<file path="src/sv/mstqf_pkg.sv">
package mstqf_pkg;

  localparam int MAX_VERTICES = 1023;
  localparam int LABEL_DEPTH  = MAX_VERTICES + 1;
  localparam int AW           = $clog2(LABEL_DEPTH);
  localparam int VW           = 10;
  localparam int CNTW         = 10;
  localparam int WW           = 31;
  localparam int UPC_W        = 4;

  localparam logic [CNTW-1:0] COUNT_MAX = '1;
  localparam logic [AW-1:0]   ADDR_LAST = AW'(LABEL_DEPTH - 1);

  localparam logic STATUS_OK  = 1'b0;
  localparam logic STATUS_BAD = 1'b1;

  // microprogram step addresses
  localparam logic [UPC_W-1:0] UC_RST_INIT = UPC_W'(0);
  localparam logic [UPC_W-1:0] UC_IDLE     = UPC_W'(1);
  localparam logic [UPC_W-1:0] UC_CHECK    = UPC_W'(2);
  localparam logic [UPC_W-1:0] UC_RDTO     = UPC_W'(3);
  localparam logic [UPC_W-1:0] UC_CMP      = UPC_W'(4);
  localparam logic [UPC_W-1:0] UC_SWEEP0   = UPC_W'(5);
  localparam logic [UPC_W-1:0] UC_SWEEP    = UPC_W'(6);
  localparam logic [UPC_W-1:0] UC_TAIL     = UPC_W'(7);
  localparam logic [UPC_W-1:0] UC_INIT     = UPC_W'(8);
  localparam logic [UPC_W-1:0] UC_EMIT     = UPC_W'(9);

  typedef enum logic [1:0] {
    RD_ADDR = 2'd0,
    RD_FROM = 2'd1,
    RD_TO   = 2'd2
  } rd_sel_t;

  typedef enum logic [1:0] {
    WR_NONE  = 2'd0,
    WR_INIT  = 2'd1,
    WR_SWEEP = 2'd2
  } wr_sel_t;

  typedef enum logic [2:0] {
    C_SEQ      = 3'd0,
    C_GOTO     = 3'd1,
    C_LOOP     = 3'd2,
    C_WAIT_IN  = 3'd3,
    C_BAD      = 3'd4,
    C_SAME     = 3'd5,
    C_WAIT_OUT = 3'd6
  } cond_t;

  typedef struct packed {
    logic             in_rdy;
    logic             ld_item;
    rd_sel_t          rd;
    wr_sel_t          wr;
    logic             addr_inc;
    logic             cnt_clr;
    logic             cap_first;
    logic             try_accept;
    logic             out_load;
    cond_t            cond;
    logic [UPC_W-1:0] target;
  } ctrl_t;

  typedef struct packed {
    logic in_valid;
    logic new_graph;
    logic bad;
    logic same;
    logic addr_last;
    logic out_free;
  } stat_t;

  function automatic ctrl_t ucode(input logic [UPC_W-1:0] pc);
    ctrl_t c;
    c = '0;
    c.rd = RD_ADDR;
    c.wr = WR_NONE;
    c.cond = C_SEQ;
    case (pc)
      UC_RST_INIT: begin
        c.wr = WR_INIT; c.addr_inc = 1'b1; c.cnt_clr = 1'b1;
        c.cond = C_LOOP; c.target = UC_IDLE;
      end
      UC_IDLE: begin
        c.in_rdy = 1'b1; c.ld_item = 1'b1;
        c.cond = C_WAIT_IN; c.target = UC_INIT;
      end
      UC_CHECK: begin
        c.rd = RD_FROM; c.cond = C_BAD; c.target = UC_EMIT;
      end
      UC_RDTO: begin
        c.rd = RD_TO; c.cap_first = 1'b1; c.cond = C_SEQ;
      end
      UC_CMP: begin
        c.try_accept = 1'b1; c.cond = C_SAME; c.target = UC_EMIT;
      end
      UC_SWEEP0: begin
        c.addr_inc = 1'b1; c.cond = C_SEQ;
      end
      UC_SWEEP: begin
        c.wr = WR_SWEEP; c.addr_inc = 1'b1;
        c.cond = C_LOOP; c.target = UC_TAIL;
      end
      UC_TAIL: begin
        c.wr = WR_SWEEP; c.cond = C_GOTO; c.target = UC_EMIT;
      end
      UC_INIT: begin
        c.wr = WR_INIT; c.addr_inc = 1'b1; c.cnt_clr = 1'b1;
        c.cond = C_LOOP; c.target = UC_CHECK;
      end
      UC_EMIT: begin
        c.out_load = 1'b1; c.cond = C_WAIT_OUT; c.target = UC_IDLE;
      end
      default: begin
        c.cond = C_GOTO; c.target = UC_IDLE;
      end
    endcase
    return c;
  endfunction

endpackage

</file>
<file path="src/sv/mstqf_useq.sv">
module mstqf_useq import mstqf_pkg::*; (
  input  logic             clk,
  input  logic             rst_n,
  input  stat_t            st,
  output ctrl_t            ctl,
  output logic [UPC_W-1:0] upc
);

  logic [UPC_W-1:0] upc_r;
  logic [UPC_W-1:0] upc_nxt;
  logic [UPC_W-1:0] upc_inc;

  assign ctl     = ucode(upc_r);
  assign upc     = upc_r;
  assign upc_inc = UPC_W'(upc_r + 1'b1);

  always_comb begin
    upc_nxt = upc_inc;
    case (ctl.cond)
      C_SEQ:      upc_nxt = upc_inc;
      C_GOTO:     upc_nxt = ctl.target;
      C_LOOP:     upc_nxt = st.addr_last ? ctl.target : upc_r;
      C_WAIT_IN:  upc_nxt = !st.in_valid ? upc_r : (st.new_graph ? ctl.target : upc_inc);
      C_BAD:      upc_nxt = st.bad ? ctl.target : upc_inc;
      C_SAME:     upc_nxt = st.same ? ctl.target : upc_inc;
      C_WAIT_OUT: upc_nxt = st.out_free ? ctl.target : upc_r;
      default:    upc_nxt = UC_IDLE;
    endcase
  end

  always_ff @(posedge clk) begin
    if (!rst_n) begin
      upc_r <= UC_RST_INIT;
    end else begin
      upc_r <= upc_nxt;
    end
  end

`ifndef ASSERT_OFF
  a_wait_in_holds: assert property (@(posedge clk) disable iff (!rst_n)
    (upc_r == UC_IDLE && !st.in_valid) |=> upc_r == UC_IDLE)
    else $error("sequencer left idle without an input word");

  a_emit_holds: assert property (@(posedge clk) disable iff (!rst_n)
    (upc_r == UC_EMIT && !st.out_free) |=> upc_r == UC_EMIT)
    else $error("result dropped while output slot busy");

  a_sweep_exit: assert property (@(posedge clk) disable iff (!rst_n)
    (upc_r == UC_SWEEP && !st.addr_last) |=> upc_r == UC_SWEEP)
    else $error("relabel sweep ended early");
`endif

endmodule

</file>
<file path="config.mk">
export PLATFORM = sky130hd
export DESIGN_NAME = mstqf_useq
export DESIGN_NICKNAME = d
export VERILOG_FILES = /design/src/sv/mstqf_pkg.sv /design/src/sv/mstqf_useq.sv
export SDC_FILE = /design/constraint.sdc
export NUM_CORES = 1
export LEC_CHECK = 0
export BUFFER_PORTS_ARGS = -buffer_cell sky130_fd_sc_hd__buf_2
export CAP_MARGIN = 20
export CORE_MARGIN = 2
export CORE_UTILIZATION = 45
export CTS_CLUSTER_DIAMETER = 30
export DETAILED_ROUTE_END_ITERATION = 12
export PLACE_DENSITY = 0.73
export SLEW_MARGIN = 20
export SYNTH_ARGS = -nofsm -noshare
export SYNTH_HDL_FRONTEND = slang
export SYNTH_SLANG_ARGS = --single-unit
</file>
<file path="constraint.sdc">
create_clock -name clk -period 5.6 [get_ports clk]
set_clock_uncertainty 0.15 [all_clocks]
set_input_delay 0 -clock clk [delete_from_list [all_inputs] [get_ports clk]]
set_output_delay 0 -clock clk [all_outputs]
set_load 0.03 [all_outputs]
</file>
# == Yosys cells after proc, flatten, opt, wreduce, memory -nomap -nowiden ==
# Cells that the tools add are included.
# totals
inputBits,8
regBits,4
out_inout_bits,22
elab_cells,46
# classes
reduce_logical,9
muxes,17
n_eq_ne,18
n_addsub,1
# ops
op,count
4-bit case mux with 7 select lines,1
4-bit 2-to-1 mux,6
4-bit case mux with 5 select lines,1
3-bit case mux with 6 select lines,1
4-bit by 3-bit == test with 1-bit output (second input constant),4
3-bit == test (second input constant),3
4-bit by 2-bit == test with 1-bit output (second input constant),2
4-bit == test (second input constant),2
2-bit case mux with 2 select lines,2
3-bit by 2-bit == test with 1-bit output (second input constant),2
2-bit != test (second input constant),3
2-bit OR reduction,3
3-bit OR reduction,2
1-bit 2-to-1 mux,5
4-bit by 1-bit adder with 4-bit output (second input constant),1
4-bit by 1-bit == test with 1-bit output (second input constant),1
4-bit zero test,1
4-bit OR reduction,1
3-bit by 1-bit == test with 1-bit output (second input constant),1
3-bit zero test,1
3-bit AND reduction,1
2-bit 2-to-1 mux,1

# == Logic depth before layout (Yosys ltp) ==
# logic_depth
depth_word,6
ltp_mapped,9
mapped_depth_nobuf,7

# == Worst setup path before layout ==
# Ideal clock, no wire load.
# synth_timing
path_type,reg2reg
startpoint,"register upc_r[1], in the netlist upc[1]"
endpoint,"register upc_r[0], in the netlist upc[0]"
arrival_ns,2.215
synth_period_minus_slack_ns,2.485
setup_slack_ns,3.115
required_time_ns,5.330
setup_time_ns,0.120
path_stages_with_launch,9
n_path_buf,2
path_cell_list,dfxtp_1 ha_1 buf_2 buf_2 mux2i_1 o21bai_1 o22ai_1 o21a_1 o31a_1
# synth_rtl
item,line_no,text
from (decl),mstqf_useq.sv:9,logic [UPC_W-1:0] upc_r;
from (signal assigned),mstqf_useq.sv:35,upc_r <= upc_nxt;

# == Worst setup path in the final report ==
# layout_timing
startpoint,"register upc_r[0], in the netlist upc[0]"
endpoint,"register upc_r[1], in the netlist upc[1]"
# layout_between
elab_chain_len,6
elab_cells_between_ends,34
classes_between,add/sub: 1; eq/ne: 18; mux: 9; reduce/logical: 6
# layout_rtl
item,line_no,text
4-bit == test (tied with other cells),mstqf_pkg.sv:80,case (pc)
3-bit OR reduction (no line) / 2-bit OR reduction (equally long branches),n/a,
3-bit case mux with 6 select lines / 4-bit case mux with 5 select lines (equally long branches),mstqf_pkg.sv:80,
3-bit by 2-bit == test with 1-bit output (tied with other cells),mstqf_useq.sv:19,case (ctl.cond)
2-bit != test (no line) / 4-bit 2-to-1 mux (equally long branches),n/a,
3-bit AND reduction (no line) / 4-bit case mux with 7 select lines (equally long branches),n/a,
# Several ways; a longest one is shown, not always the timed one. The select of a mux whose other input is x is not followed.
# A chain may end at the register's enable or synchronous reset.

==> results by group <==
Timing
  – Setup ws final: 3.07 ns
  – Max_slew headroom: 46.8%
  – Final setup fails: 0
  – Slew @ Worst Pin: 0.797 ns
  – Unrepaired setup endpoints after global routing: false
  – Final Cycle Share: 45.2%
  – Hold slack: 0.0597 ns
  – Fin crit period: 2.53 ns
  – Fin Setup TNS: 0 ns
  – Max Fclk: 0.395 GHz
  – Final count of hold timing violations: 0
  – Final Max Tran Viols: 0

Power
  – LEAKAGE: 0.465 nW
  – Worst vdd ir: 256 uV
  – Pwr Density: 554 nW/um2
  – Total power: 0.558 mW

Detailed routing
  – Final ANT Viol Nets: 0
  – DR WL/cell: 14.2 um
  – Via/cell ratio: 5.86
  – DR vias: 1002
  – Initial DRT Pass Iterations: 4
  – DRC: 0
  – DRT iter0 DRCs: 31
  – Final wirelength: 2.43 mm

Clock tree
  – Total CTS buffers: 3
  – CTS Buffer Depth: 2
  – CTS root buf: clkbuf_4
  – Num Clock Sinks: 4
  – # Post-CTS Setup Buffers: 0
  – Hold buffers post-CTS: 1
  – H-tree depth: 1
  – Clock-pin slew on the worst setup and hold paths: 0.04 ns
  – CTS tree: done
  – Clk Latency, worst-skew pair: 0.25 ns
  – CTS resizes: 0

Global routing
  – Initial antenna violation count: 0
  – First-pass GRT wire length: 3.88 mm
  – Largest net degree at the start of global routing: 26
  – Vias in the first global route: 808
  – Total Routing Usage GR: 23.6%
  – Total gr overflow: 0

Setup path
  – CP Capture Type: flip-flop
  – Startpoint types: flip-flop
  – CP arrival: 2.50 ns
  – Crit path kind: reg2reg
  – CP required: 5.57 ns
  – Worst-path maximum fanout: 21

Placed design
  – HPWL after detailed placement: 1.78 mm
  – Port bufs: 29
  – Routability congestion estimate: 0.906
  – Post-DP Area: 975 um2
  – Dpl ws: 3.08 ns
  – Placed cell count: 167

Finish
  – Commonest non-fill, non-tap cell in the layout: buf_2
  – Number of fill cells in the layout: 179
  – Ratio of cells with drive above 1 in the final layout: 29.5%
  – Antenna cells: 0
  – Final instance area: 1010 um2
  – Area of the multi-input gates: 681 um2
  – Non-Filler Instances: 171
  – Register area: 80.1 um2
  – Layout Nets: 160
  – Most frequent cells in the layout: 29 x buf_2, 9 x inv_1, 9 x nand2_1, 8 x nand3_1
  – Final Util: 56.5%
  – Area Overhead vs Synth: 14.5%
  – Max FFs per register: 4

Logic synthesis
  – Synth Net Count: 136
  – Post-Syn Instances: 124
  – Syn_area_per_cell: 7.09 um2
  – Post-Syn Area: 880 um2
  – Yosys warns: 0
  – Register bit count reported by yosys: 4
  – Synth area leaders: dfxtp_1 9.1%, ha_1 5.7%, nand3_1 4.6%
  – Post-synth EDFFs: 0
  – Most used DFF post-synth: dfxtp_1
  – Share of the synthesized area in the top cell type: 9.10%
  – FFs w/ async S/R, synth: 0%
  – Netlist cell types: 48
  – Leading area contributor after synthesis: dfxtp_1
  – Sequential-to-total area share from yosys stat: 9.10%

Die
  – Die W: 48.2 um
  – Die area: 2320 um2
  – Row cnt: 15
  – I/O pin count: 30
  – Initial Util: 49.3%
  – Die Height: 48.2 um
  – Core area: 1780 um2

Min path
  – Hold WC Path Type: in2reg

Outcome
  – Outcome: completed

Flow run
  – Max-Cap Viols: 0
[layer usage]
layer | up-vias | GRT usage, % | wire, um
li1 | 494 | - | -
met1 | 459 | 33.5 | 1090
met2 | 41 | 32.4 | 1130
met3 | 8 | 6.30 | 138
met4 | 0 | 11.4 | 65
met5 | - | 0 | 0
[worst max-delay path, stage by stage (launching register included)]
cell,delay (ns)
dfxtp_1,0.37
inv_1,0.11
ha_1,0.57
nor2b_1,0.34
o2bb2a_1,0.25
a221oi_1,0.29
a221o_2,0.22
o32ai_2,0.10
[cell families after synthesis]
logic type	count (synthesis)	synth area share, %
multiplexers	1	1.14
adder cells (fa/ha/maj)	4	5.69
XOR/XNOR	1	0.996
flip-flops	4	9.10
buffers and inverters	21	13.5
AND/OR/NAND/NOR	50	33.1
AO/OA/AOI/OAI	43	36.4
[where the power goes]
group | total [mW] | internal (mW) | switching (mW)
combinational | 0.458 | 0.158 | 0.300
clock | 0.0381 | 0.0241 | 0.0140
sequential | 0.0616 | 0.0367 | 0.0250
total | 0.558 | 0.219 | 0.339
[synthesized netlist by cell type, types with 2 or more instances]
master,number
a21oi_1,7
a221oi_1,2
a221oi_2,2
a31oi_1,3
and2_1,5
buf_2,5
buf_4,3
buf_6,3
dfxtp_1,4
ha_1,4
inv_1,9
nand2_1,9
nand2b_1,2
nand3_1,8
nor2_1,7
nor2b_1,5
nor3_1,2
o211ai_1,3
o21a_1,2
o21ai_0,7
o21ai_1,3
o21bai_1,3
[final cells by class]
cell class / instances / area share (%)
inverter: 10 / 3.73
multi-input combinational: 99 / 67.6
clock buffer: 3 / 2.24
timing repair buffer: 30 / 15.4
sequential: 4 / 7.95
tap: 25 / 3.11
[path summary, 6_finish.rpt]
kind,startpoint,end,slack [ns],cells past startpoint
setup / recovery,upc[0]$_SDFFE_PN0P_,upc[1]$_SDFFE_PN0P_,3.07,7
hold / removal,st[1],upc[1]$_SDFFE_PN0P_,0.06,4
setup reg to reg,upc[0]$_SDFFE_PN0P_,upc[1]$_SDFFE_PN0P_,3.07,7
hold reg to reg,upc[1]$_SDFFE_PN0P_,upc[1]$_SDFFE_PN0P_,0.43,2
Note: power is estimated with default switching activity, not from simulation.
